File: config.mk
export PLATFORM = sky130hd
export DESIGN_NAME = lfsr_table_stream_decryptor
export DESIGN_NICKNAME = d
export VERILOG_FILES = /design/src/hdl/ltsd_pkg.sv /design/src/hdl/ltsd_ctrl.sv /design/src/hdl/ltsd_datapath.sv /design/src/hdl/lfsr_table_stream_decryptor.sv
export SDC_FILE = /design/constraint.sdc
export NUM_CORES = 2
export LEC_CHECK = 0
export BUFFER_PORTS_ARGS = -buffer_cell sky130_fd_sc_hd__buf_2
export CAP_MARGIN = 10
export CORE_MARGIN = 2
export CORE_UTILIZATION = 55
export CTS_CLUSTER_SIZE = 24
export DETAILED_ROUTE_END_ITERATION = 8
export GPL_ROUTABILITY_DRIVEN = 0
export PLACE_DENSITY = 0.75
export SETUP_SLACK_MARGIN = 0.02
export SKIP_CTS_REPAIR_TIMING = 1
export SLEW_MARGIN = 5
export SYNTH_ARGS = -nofsm -noshare
export SYNTH_HDL_FRONTEND = slang
export SYNTH_SLANG_ARGS = --single-unit
export TNS_END_PERCENT = 100
File: constraint.sdc
create_clock -name clk_i -period 25.2 [get_ports clk_i]
set_clock_uncertainty 0.15 [all_clocks]
set_input_delay 2.52 -clock clk_i [delete_from_list [all_inputs] [get_ports clk_i]]
set_output_delay 2.52 -clock clk_i [all_outputs]
set_load 0.03 [all_outputs]
File: src/hdl/ltsd_pkg.sv
// ----------------------------------------------------------------------------
// ltsd_pkg
// Shared types, constants and LFSR helper functions for the table stream
// decryptor.
// ----------------------------------------------------------------------------
package ltsd_pkg;

  localparam int unsigned WORD_W    = 32;
  localparam int unsigned BYTE_W    = 8;
  localparam int unsigned TAB_AW    = 8;
  localparam int unsigned TAP_W     = 5;

  // number of table fill rounds, counted down to one
  localparam int unsigned FILL_ROUNDS = 10;
  localparam int unsigned RND_W       = $clog2(FILL_ROUNDS + 1);

  localparam logic [WORD_W-1:0] TABLE_SEED_XOR = 32'h49A5_F3C7;
  localparam logic [BYTE_W-1:0] TABLE_INIT_XOR = 8'hAB;

  localparam logic [TAP_W-1:0] FILL_TAP0 = 5'd1;
  localparam logic [TAP_W-1:0] FILL_TAP1 = 5'd15;
  localparam logic [TAP_W-1:0] FILL_TAP2 = 5'd29;

  localparam logic [TAP_W-1:0] WORD_TAP0 = 5'd6;
  localparam logic [TAP_W-1:0] WORD_TAP1 = 5'd28;
  localparam logic [TAP_W-1:0] WORD_TAP2 = 5'd30;
  localparam logic [TAP_W-1:0] BYTE_TAP0 = 5'd9;
  localparam logic [TAP_W-1:0] BYTE_TAP1 = 5'd20;
  localparam logic [TAP_W-1:0] BYTE_TAP2 = 5'd31;

  // op field codes
  localparam logic OP_WORD = 1'b0;
  localparam logic OP_BYTE = 1'b1;

  typedef struct packed {
    logic              load;         // transaction accepted, capture payload
    logic              fresh;        // first item: seed registers from key
    logic              fill_shift;   // advance fill lfsr by eight steps
    logic              fill_read;    // read table entry idx
    logic              fill_write;   // write table entry idx
    logic              first_round;  // entry comes from its initial value
    logic [RND_W-1:0]  round;
    logic [TAB_AW-1:0] idx;
    logic              step;         // main lfsr step plus low rmw
    logic              half;         // high rmw of the current step
    logic              tab_rd;       // final table lookup
    logic [1:0]        tab_sel;      // byte of acc used as lookup address
    logic              tab_or;       // fold lookup data into result pad
    logic              finish;       // form result, load output register
  } ltsd_cmd_t;

  typedef struct packed {
    logic byte_mode;
  } ltsd_status_t;

  function automatic logic [WORD_W-1:0] lfsr_step(input logic [WORD_W-1:0] s,
                                                  input logic [TAP_W-1:0]  a,
                                                  input logic [TAP_W-1:0]  b,
                                                  input logic [TAP_W-1:0]  c);
    lfsr_step = {s[WORD_W-2:0], s[a] ^ s[b] ^ s[c]};
  endfunction

  function automatic logic [WORD_W-1:0] lfsr_step8(input logic [WORD_W-1:0] s,
                                                   input logic [TAP_W-1:0]  a,
                                                   input logic [TAP_W-1:0]  b,
                                                   input logic [TAP_W-1:0]  c);
    logic [WORD_W-1:0] v;
    v = s;
    for (int i = 0; i < 8; i++) begin
      v = lfsr_step(v, a, b, c);
    end
    lfsr_step8 = v;
  endfunction

  function automatic logic [WORD_W-1:0] mix_word(input logic [WORD_W-1:0] m);
    logic [WORD_W-1:0] v;
    v = m ^ (m >> 7);
    v = v ^ (v >> 21);
    v = v ^ (v << 17);
    mix_word = v;
  endfunction

  function automatic logic [WORD_W-1:0] mix_byte(input logic [WORD_W-1:0] m);
    logic [WORD_W-1:0] v;
    v = m ^ (m >> 7);
    v = v ^ (v << 17);
    v = v ^ (v >> 21);
    mix_byte = v;
  endfunction

endpackage

File: src/hdl/ltsd_ctrl.sv
// ----------------------------------------------------------------------------
// ltsd_ctrl
// Sequencer for table build, the 32 lfsr steps of an item, the final table
// lookups and the output register handshake.
// ----------------------------------------------------------------------------
module ltsd_ctrl (
  input  logic                 clk_i,
  input  logic                 rst_ni,
  input  logic                 in_valid_i,
  output logic                 in_ready_o,
  output logic                 out_valid_o,
  input  logic                 out_ready_i,
  input  ltsd_pkg::ltsd_status_t status_i,
  output ltsd_pkg::ltsd_cmd_t    cmd_o
);
  import ltsd_pkg::*;

  typedef enum logic [2:0] {
    S_IDLE,
    S_FILL,
    S_STEP_A,
    S_STEP_B,
    S_DRAIN,
    S_TAB,
    S_FIN
  } state_e;

  localparam logic [1:0] PH_LAST        = 2'd3;
  localparam logic [2:0] TAB_READS_WORD = 3'd4;
  localparam logic [2:0] TAB_READS_BYTE = 3'd1;

  state_e            state_q;
  logic              built_q;
  logic [1:0]        ph_q;
  logic [TAB_AW-1:0] idx_q;
  logic [RND_W-1:0]  round_q;
  logic [4:0]        k_q;
  logic [2:0]        j_q;
  logic              out_valid_q;

  logic [2:0] tab_reads;
  logic       accept;

  assign tab_reads   = status_i.byte_mode ? TAB_READS_BYTE : TAB_READS_WORD;
  assign in_ready_o  = (state_q == S_IDLE);
  assign accept      = in_valid_i && in_ready_o;
  assign out_valid_o = out_valid_q;

  always_comb begin
    cmd_o             = '0;
    cmd_o.round       = round_q;
    cmd_o.idx         = idx_q;
    cmd_o.first_round = (round_q == RND_W'(FILL_ROUNDS));
    cmd_o.tab_sel     = j_q[1:0];
    cmd_o.load        = accept;
    cmd_o.fresh       = accept && !built_q;
    cmd_o.fill_shift  = (state_q == S_FILL);
    cmd_o.fill_read   = (state_q == S_FILL) && (ph_q == '0) && !cmd_o.first_round;
    cmd_o.fill_write  = (state_q == S_FILL) && (ph_q == PH_LAST);
    cmd_o.step        = (state_q == S_STEP_A);
    cmd_o.half        = (state_q == S_STEP_B);
    cmd_o.tab_rd      = (state_q == S_TAB) && (j_q < tab_reads);
    cmd_o.tab_or      = (state_q == S_TAB) && (j_q != '0);
    cmd_o.finish      = (state_q == S_FIN) && (!out_valid_q || out_ready_i);
  end

  always_ff @(posedge clk_i or negedge rst_ni) begin
    if (!rst_ni) begin
      state_q     <= S_IDLE;
      built_q     <= 1'b0;
      ph_q        <= '0;
      idx_q       <= '0;
      round_q     <= '0;
      k_q         <= '0;
      j_q         <= '0;
      out_valid_q <= 1'b0;
    end else begin
      if (cmd_o.finish) begin
        out_valid_q <= 1'b1;
      end else if (out_ready_i) begin
        out_valid_q <= 1'b0;
      end

      unique case (state_q)
        S_IDLE: begin
          if (in_valid_i) begin
            k_q <= '0;
            if (!built_q) begin
              built_q <= 1'b1;
              ph_q    <= '0;
              idx_q   <= '0;
              round_q <= RND_W'(FILL_ROUNDS);
              state_q <= S_FILL;
            end else begin
              state_q <= S_STEP_A;
            end
          end
        end
        S_FILL: begin
          ph_q <= ph_q + 2'd1;
          if (ph_q == PH_LAST) begin
            idx_q <= idx_q + 1'b1;
            if (idx_q == '1) begin
              if (round_q == RND_W'(1)) begin
                state_q <= S_STEP_A;
              end else begin
                round_q <= round_q - 1'b1;
              end
            end
          end
        end
        S_STEP_A: begin
          state_q <= S_STEP_B;
        end
        S_STEP_B: begin
          k_q <= k_q + 1'b1;
          if (k_q == '1) begin
            state_q <= S_DRAIN;
          end else begin
            state_q <= S_STEP_A;
          end
        end
        S_DRAIN: begin
          j_q     <= '0;
          state_q <= S_TAB;
        end
        S_TAB: begin
          j_q <= j_q + 1'b1;
          if (j_q == tab_reads) begin
            state_q <= S_FIN;
          end
        end
        S_FIN: begin
          if (cmd_o.finish) begin
            state_q <= S_IDLE;
          end
        end
        default: begin
          state_q <= S_IDLE;
        end
      endcase
    end
  end

  // first transaction after reset always builds the table
  a_first_fill: assert property (@(posedge clk_i) disable iff (!rst_ni)
    accept && !built_q |=> state_q == S_FILL)
    else $error("first transaction did not start the table build");

  a_step_count: assert property (@(posedge clk_i) disable iff (!rst_ni)
    (state_q == S_STEP_B) && (k_q == '1) |=> state_q == S_DRAIN)
    else $error("lfsr step count did not end after 32 steps");

  a_out_from_fin: assert property (@(posedge clk_i) disable iff (!rst_ni)
    $rose(out_valid_q) |-> $past(state_q) == S_FIN)
    else $error("output valid raised outside the finish state");

endmodule

File: src/hdl/ltsd_datapath.sv
// ----------------------------------------------------------------------------
// ltsd_datapath
// Shift registers, accumulators, pad table memory with read-modify-write
// forwarding, and the output data register.
// ----------------------------------------------------------------------------
module ltsd_datapath (
  input  logic                             clk_i,
  input  logic                             rst_ni,
  input  logic                             cfg_we_i,
  input  logic [ltsd_pkg::WORD_W-1:0]      cfg_wdata_i,
  input  logic                             op_i,
  input  logic [ltsd_pkg::WORD_W-1:0]      data_in_i,
  input  ltsd_pkg::ltsd_cmd_t              cmd_i,
  output ltsd_pkg::ltsd_status_t           status_o,
  output logic [ltsd_pkg::WORD_W-1:0]      data_out_o
);
  import ltsd_pkg::*;

  localparam int unsigned TAB_DEPTH = 2 ** TAB_AW;

  logic [BYTE_W-1:0] mem [TAB_DEPTH];

  logic [WORD_W-1:0] key_q;
  logic [WORD_W-1:0] s_q, m_q, acc_q, h_q, din_q, out_q;
  logic              op_q;
  logic [BYTE_W-1:0] tor_q;
  logic [BYTE_W-1:0] rd_q;

  // pending read-modify-write and the write of the previous cycle
  logic              pend_q;
  logic [TAB_AW-1:0] pa_q;
  logic [BYTE_W-1:0] pv_q;
  logic              lw_valid_q;
  logic [TAB_AW-1:0] lw_addr_q;
  logic [BYTE_W-1:0] lw_data_q;

  logic [TAP_W-1:0]  t0, t1, t2;
  logic [WORD_W-1:0] h_next, s_next, m_next, res;
  logic              rmw_issue;
  logic [TAB_AW-1:0] rmw_addr;
  logic [BYTE_W-1:0] rmw_val, rmw_old, fill_old;
  logic              re, we;
  logic [TAB_AW-1:0] ra, wa;
  logic [BYTE_W-1:0] wd;

  assign status_o.byte_mode = (op_q == OP_BYTE);
  assign data_out_o         = out_q;

  // fill lfsr taps move with the round number
  assign t0     = TAP_W'(cmd_i.round) ^ FILL_TAP0;
  assign t1     = TAP_W'(cmd_i.round) ^ FILL_TAP1;
  assign t2     = TAP_W'(cmd_i.round) ^ FILL_TAP2;
  assign h_next = lfsr_step8(h_q, t0, t1, t2);

  assign s_next = (op_q == OP_BYTE) ? lfsr_step(s_q, BYTE_TAP0, BYTE_TAP1, BYTE_TAP2)
                                    : lfsr_step(s_q, WORD_TAP0, WORD_TAP1, WORD_TAP2);

  assign rmw_issue = cmd_i.step || cmd_i.half;
  assign rmw_addr  = cmd_i.step ? s_next[7:0]  : s_q[23:16];
  assign rmw_val   = cmd_i.step ? s_next[15:8] : s_q[31:24];

  // read issued in the same cycle as a write to that entry sees stale data
  assign rmw_old  = (lw_valid_q && (lw_addr_q == pa_q)) ? lw_data_q : rd_q;
  assign fill_old = cmd_i.first_round ? (cmd_i.idx ^ TABLE_INIT_XOR) : rd_q;

  always_comb begin
    re = rmw_issue || cmd_i.fill_read || cmd_i.tab_rd;
    priority if (rmw_issue) begin
      ra = rmw_addr;
    end else if (cmd_i.fill_read) begin
      ra = cmd_i.idx;
    end else begin
      ra = acc_q[8*cmd_i.tab_sel +: 8];
    end
    we = pend_q || cmd_i.fill_write;
    if (cmd_i.fill_write) begin
      wa = cmd_i.idx;
      wd = fill_old ^ h_next[7:0];
    end else begin
      wa = pa_q;
      wd = rmw_old ^ pv_q;
    end
  end

  always_comb begin
    if (op_q == OP_BYTE) begin
      m_next = mix_byte(m_q);
      res    = {{(WORD_W-BYTE_W){1'b0}}, din_q[7:0] ^ tor_q ^ acc_q[7:0]};
    end else begin
      m_next = mix_word(m_q);
      res    = din_q ^ {{(WORD_W-BYTE_W){1'b0}}, tor_q} ^ acc_q;
    end
  end

  always_ff @(posedge clk_i) begin
    if (we) begin
      mem[wa] <= wd;
    end
    if (re) begin
      rd_q <= mem[ra];
    end
  end

  always_ff @(posedge clk_i or negedge rst_ni) begin
    if (!rst_ni) begin
      key_q      <= '0;
      pend_q     <= 1'b0;
      lw_valid_q <= 1'b0;
    end else begin
      if (cfg_we_i) begin
        key_q <= cfg_wdata_i;
      end
      pend_q     <= rmw_issue;
      lw_valid_q <= pend_q;
    end
  end

  always_ff @(posedge clk_i) begin
    pa_q      <= rmw_addr;
    pv_q      <= rmw_val;
    lw_addr_q <= pa_q;
    lw_data_q <= wd;

    if (cmd_i.load) begin
      op_q  <= op_i;
      din_q <= data_in_i;
      acc_q <= '0;
      tor_q <= '0;
      if (cmd_i.fresh) begin
        s_q <= key_q;
        m_q <= key_q;
        h_q <= key_q ^ TABLE_SEED_XOR;
      end
    end
    if (cmd_i.fill_shift) begin
      h_q <= h_next;
    end
    if (cmd_i.step) begin
      s_q   <= s_next;
      acc_q <= acc_q ^ s_next;
      m_q   <= m_q ^ s_next;
    end
    if (cmd_i.tab_or) begin
      tor_q <= tor_q | rd_q;
    end
    if (cmd_i.finish) begin
      out_q <= res;
      m_q   <= m_next;
      s_q   <= s_q ^ m_next ^ res;
    end
  end

  a_one_read: assert property (@(posedge clk_i) disable iff (!rst_ni)
    $onehot0({rmw_issue, cmd_i.fill_read, cmd_i.tab_rd}))
    else $error("more than one table read requested in a cycle");

  a_one_write: assert property (@(posedge clk_i) disable iff (!rst_ni)
    !(pend_q && cmd_i.fill_write))
    else $error("fill write collides with a pending read-modify-write");

  a_drained: assert property (@(posedge clk_i) disable iff (!rst_ni)
    cmd_i.tab_rd |-> !pend_q)
    else $error("table lookup while a read-modify-write is still open");

endmodule

File: src/hdl/lfsr_table_stream_decryptor.sv
// ----------------------------------------------------------------------------
// lfsr_table_stream_decryptor
// Plaintext-feedback stream decryptor with a 256-byte pad table.
// ----------------------------------------------------------------------------
// The first transaction after reset first builds the pad table from the key:
// 10 rounds over all 256 entries, with the fill lfsr advancing eight steps a
// cycle. Every item then runs the 32 main lfsr steps, each doing two
// read-modify-writes on the table, which has one read and one write port,
// then a drain state, the final table lookups (four for a word, one for a
// byte) and the load of the output register. A new item is accepted only
// once the previous one has loaded the output register, which waits while
// an earlier result is still held unread. The key register is sampled only
// by the first transaction after reset.
module lfsr_table_stream_decryptor (
  input  logic                        clk_i,
  input  logic                        rst_ni,
  input  logic                        cfg_we_i,
  input  logic [ltsd_pkg::WORD_W-1:0] cfg_wdata_i,
  input  logic                        in_valid_i,
  output logic                        in_ready_o,
  input  logic                        op_i,
  input  logic [ltsd_pkg::WORD_W-1:0] data_in_i,
  output logic                        out_valid_o,
  input  logic                        out_ready_i,
  output logic [ltsd_pkg::WORD_W-1:0] data_out_o
);
  import ltsd_pkg::*;

  ltsd_cmd_t    cmd;
  ltsd_status_t status;

  ltsd_ctrl u_ctrl (
    .clk_i       (clk_i),
    .rst_ni      (rst_ni),
    .in_valid_i  (in_valid_i),
    .in_ready_o  (in_ready_o),
    .out_valid_o (out_valid_o),
    .out_ready_i (out_ready_i),
    .status_i    (status),
    .cmd_o       (cmd)
  );

  ltsd_datapath u_datapath (
    .clk_i       (clk_i),
    .rst_ni      (rst_ni),
    .cfg_we_i    (cfg_we_i),
    .cfg_wdata_i (cfg_wdata_i),
    .op_i        (op_i),
    .data_in_i   (data_in_i),
    .cmd_i       (cmd),
    .status_o    (status),
    .data_out_o  (data_out_o)
  );

endmodule

==> results.toml <==
[outcome]
status = "finished clean"

[layout]
stdcell_count = 8040
nNetsFinal = 5590
area_delta_synth_final_pct = 10.8
diodes = 0
final_core_util = 0.614
nFillCells = 12111
fin_area_sq_um = 108000
drive_above_1_share = 0.204

[place]
hpwlAfterDp_microns = 134000
dp_cells = 7623
dpl_cell_area_sq_um = 101000
io_buffers = 103

[grt]
grt_pass1_wl_microns = 342000
grt_overflow = 0
antenna_found_initial = 5
grt.total_usage = 0.256
grt_pass1_vias = 51739
grt_max_degree = 258

[synthesis]
ys_ff_latch = 2350
dominantRegCellSynth = "edfxtp_1"
synthMuxAreaShare = 0.152
synth-seq-area-share = 0.716
synthSimpleGateAreaFrac = 0.0439
avgSynthCellArea_sq_um = 17.9
synth_edf_count = 2257
synthAdderAreaFrac = 0.00154
synth_top_family_by_area = "multiplexers"
synth_cells = 5461
synth_compound_area_frac = 0.0461
syn_area_sq_um = 97600
synth_warnings = 0
syn-num-nets = 5543
synth_cell_types = 82
synthXorXnorAreaFrac = 0.0255
ys_async_sr_fraction = 0.0260

[critical_path]
startpoint_type = "flip-flop"
regToRegStartpoint = "u_ctrl.round_q[0]"
worstRegToRegCells = 23
cp_max_fo = 150
worstSetupPathType = "flip-flop to flip-flop"
crit_arrival_ns = 11.25
end_kind = "flip-flop"
crit_path_start = "u_ctrl.round_q[0]"
required_ns = 25.57

[cts]
numCtsBuffers = 222
clk_pin_slew_ns = 0.06
clock_sinks = 2350
h-tree-depth = 4
clk_latency_ns = 0.88
clk_path_buf_depth = 3
cts_tree = "yes"
ctsRootBufferMaster = "clkbuf_16"

[hold_path]
hold_depth = 0
min_from = "u_datapath.pa_q[0]"
hold_class = "flip-flop to flip-flop"

[timing]
setup_tns_ns = 0
maxSlewHeadroom = 0.160
period_minus_slack_ns = 10.89
layout_worst_path_cycle_share = 0.432
max_freq_mhz = 91.9
rsz0062_at_grt = "false"
finalSetupViolCount = 0
tightestPinTransition_ns = 1.26
slew_viol_final = 0
hold_viol = 0

[floorplan]
die_h_microns = 425
start_util = 0.554
coreArea_sq_um = 176000
die_area_sq_um = 181000
rows = 154
io_pins = 104
die_x_microns = 425

[drt]
avgRoutedWirePerCell_microns = 28.7
drc_errors = 0
drt_iter0_markers = 6740
drt-pass1-iter-count = 6
route.vias.total = 52153
viasPerCell = 6.49
antenna_left = 0
routed_wl_microns = 231000

[job]
cap_violations = 0
flip-flops by register name, indices dropped and copies added, names as in the netlist, 32 cells and up:
register               count
u_datapath.mem          2048
u_datapath.acc_q          32
u_datapath.data_out_o     32
u_datapath.din_q          32
u_datapath.h_q            32
u_datapath.key_q          32
u_datapath.m_q            32
u_datapath.s_q            32
worst max-delay path: stages (launching register included):
cell,delay (ns)
dfrtp_2,0.34
buf_4,0.60
clkinv_1,0.96
mux4_2,0.81
o22ai_1,0.43
nand3b_1,0.18
o221ai_1,0.12
nor4bb_1,1.04
mux2_4,0.37
a311oi_2,0.44
xnor2_2,0.22
nor3_1,0.12
o31a_1,0.35
a31oi_1,0.35
nand3_1,0.30
a31oi_2,0.34
a21oi_1,0.12
or2_1,0.37
o211a_1,0.28
a211oi_1,0.31
o31ai_2,0.14
xnor3_1,0.40
mux2_8,0.67
buf_4,0.90
layer usage:
layer / vias up / global-route usage / share of wire
li1: 21822 / - / -
met1: 27001 / 0.360 / 0.39
met2: 2861 / 0.403 / 0.48
met3: 461 / 0.0516 / 0.094
met4: 8 / 0.0885 / 0.036
met5: - / 0 / 0.00025
cell usage after synthesis (all sizes together), types with 12 or more instances:
library cell	n	area, sq um
a211oi	246	1850
a21o	25	188
a21oi	220	1100
a31oi	20	131
and2	20	125
and3	19	119
buf	108	437
clkbuf	251	942
dfrtp	61	1530
dfxtp	32	641
edfxtp	2257	67800
ha	12	150
inv	21	78.8
mux2	47	533
mux2i	192	1920
mux4	548	12300
nand2	241	905
nand2b	25	156
nand3	26	130
nor2	425	1600
nor2b	137	857
nor3	14	70.1
o21ai	93	480
o22ai	15	93.8
o31ai	12	100
or3	14	87.6
xnor2	205	1810
xor2	74	656
metrics by stage:
step	hold slack [ns]	setup slack [ns]
detailed placement	0.278	14.58
global route	0.319	13.65
finish	0.297	14.31
global placement	0.279	14.89
CTS	0.293	14.55
floorplan	0.239	7.50
placed cells by master (no fill, tap or decap), types with 9 or more instances in the layout:
cell type  count
and2_1        20
o31ai_1        9
a21o_1        25
clkinv_1      58
or3_1         12
xor2_1        73
inv_1         19
nand3_1       25
nand2_1      225
edfxtp_1    2257
buf_2        103
clkbuf_16    228
o21ai_4       13
nand2_2       16
dfxtp_1       32
mux2_2        45
and3_1        19
dfrtp_1       59
a211oi_1     246
a21oi_1      218
clkinv_2      36
o22a_1         9
nor2_1       424
nor3_1        14
nand2b_1      25
o21ai_0       73
ha_1          12
nor2b_1      137
mux2i_1      192
bufinv_16     30
a31oi_1       19
xnor2_1      203
clkbuf_1      39
buf_4         71
o22ai_1       15
mux4_2       548
logic make-up (layout without fill, tap and decap cells):
| group | Yosys count | in the layout |
|---|---|---|
| buffers and inverters | 384 | 623 |
| AOI/OAI and AO/OA | 693 | 693 |
| xor gates and xnor gates | 280 | 280 |
| adders and majority gates | 12 | 12 |
| DFF | 2350 | 2350 |
| muxes | 787 | 787 |
| and+or+nand+nor | 955 | 955 |
final timing paths:
| kind | to | slack (ns) |
|---|---|---|
| setup / recovery | u_datapath.mem[18][0] | 14.31 |
| hold / removal | u_datapath.lw_addr_q[0] | 0.30 |
| setup reg to reg | u_datapath.mem[18][0] | 14.31 |
| hold reg to reg | u_datapath.lw_addr_q[0] | 0.30 |
| max in group asynchronous | u_ctrl.round_q[1] | 22.61 |
| min in group asynchronous | u_datapath.key_q[25] | 1.66 |
cell type report:
class | count | area [sq um] | area share
clock buffer | 272 | 5920 | 0.0547
clock inverter | 144 | 1640 | 0.0152
inverter | 25 | 96.3 | 0.000890
multi-input combinational | 2727 | 26500 | 0.244
sequential | 2350 | 69900 | 0.646
tap | 2340 | 2930 | 0.0271
timing repair buffer | 182 | 1220 | 0.0113
Power is not shown: default switching activity piles up to over one toggle a cycle in this logic, so the estimate is an artifact.
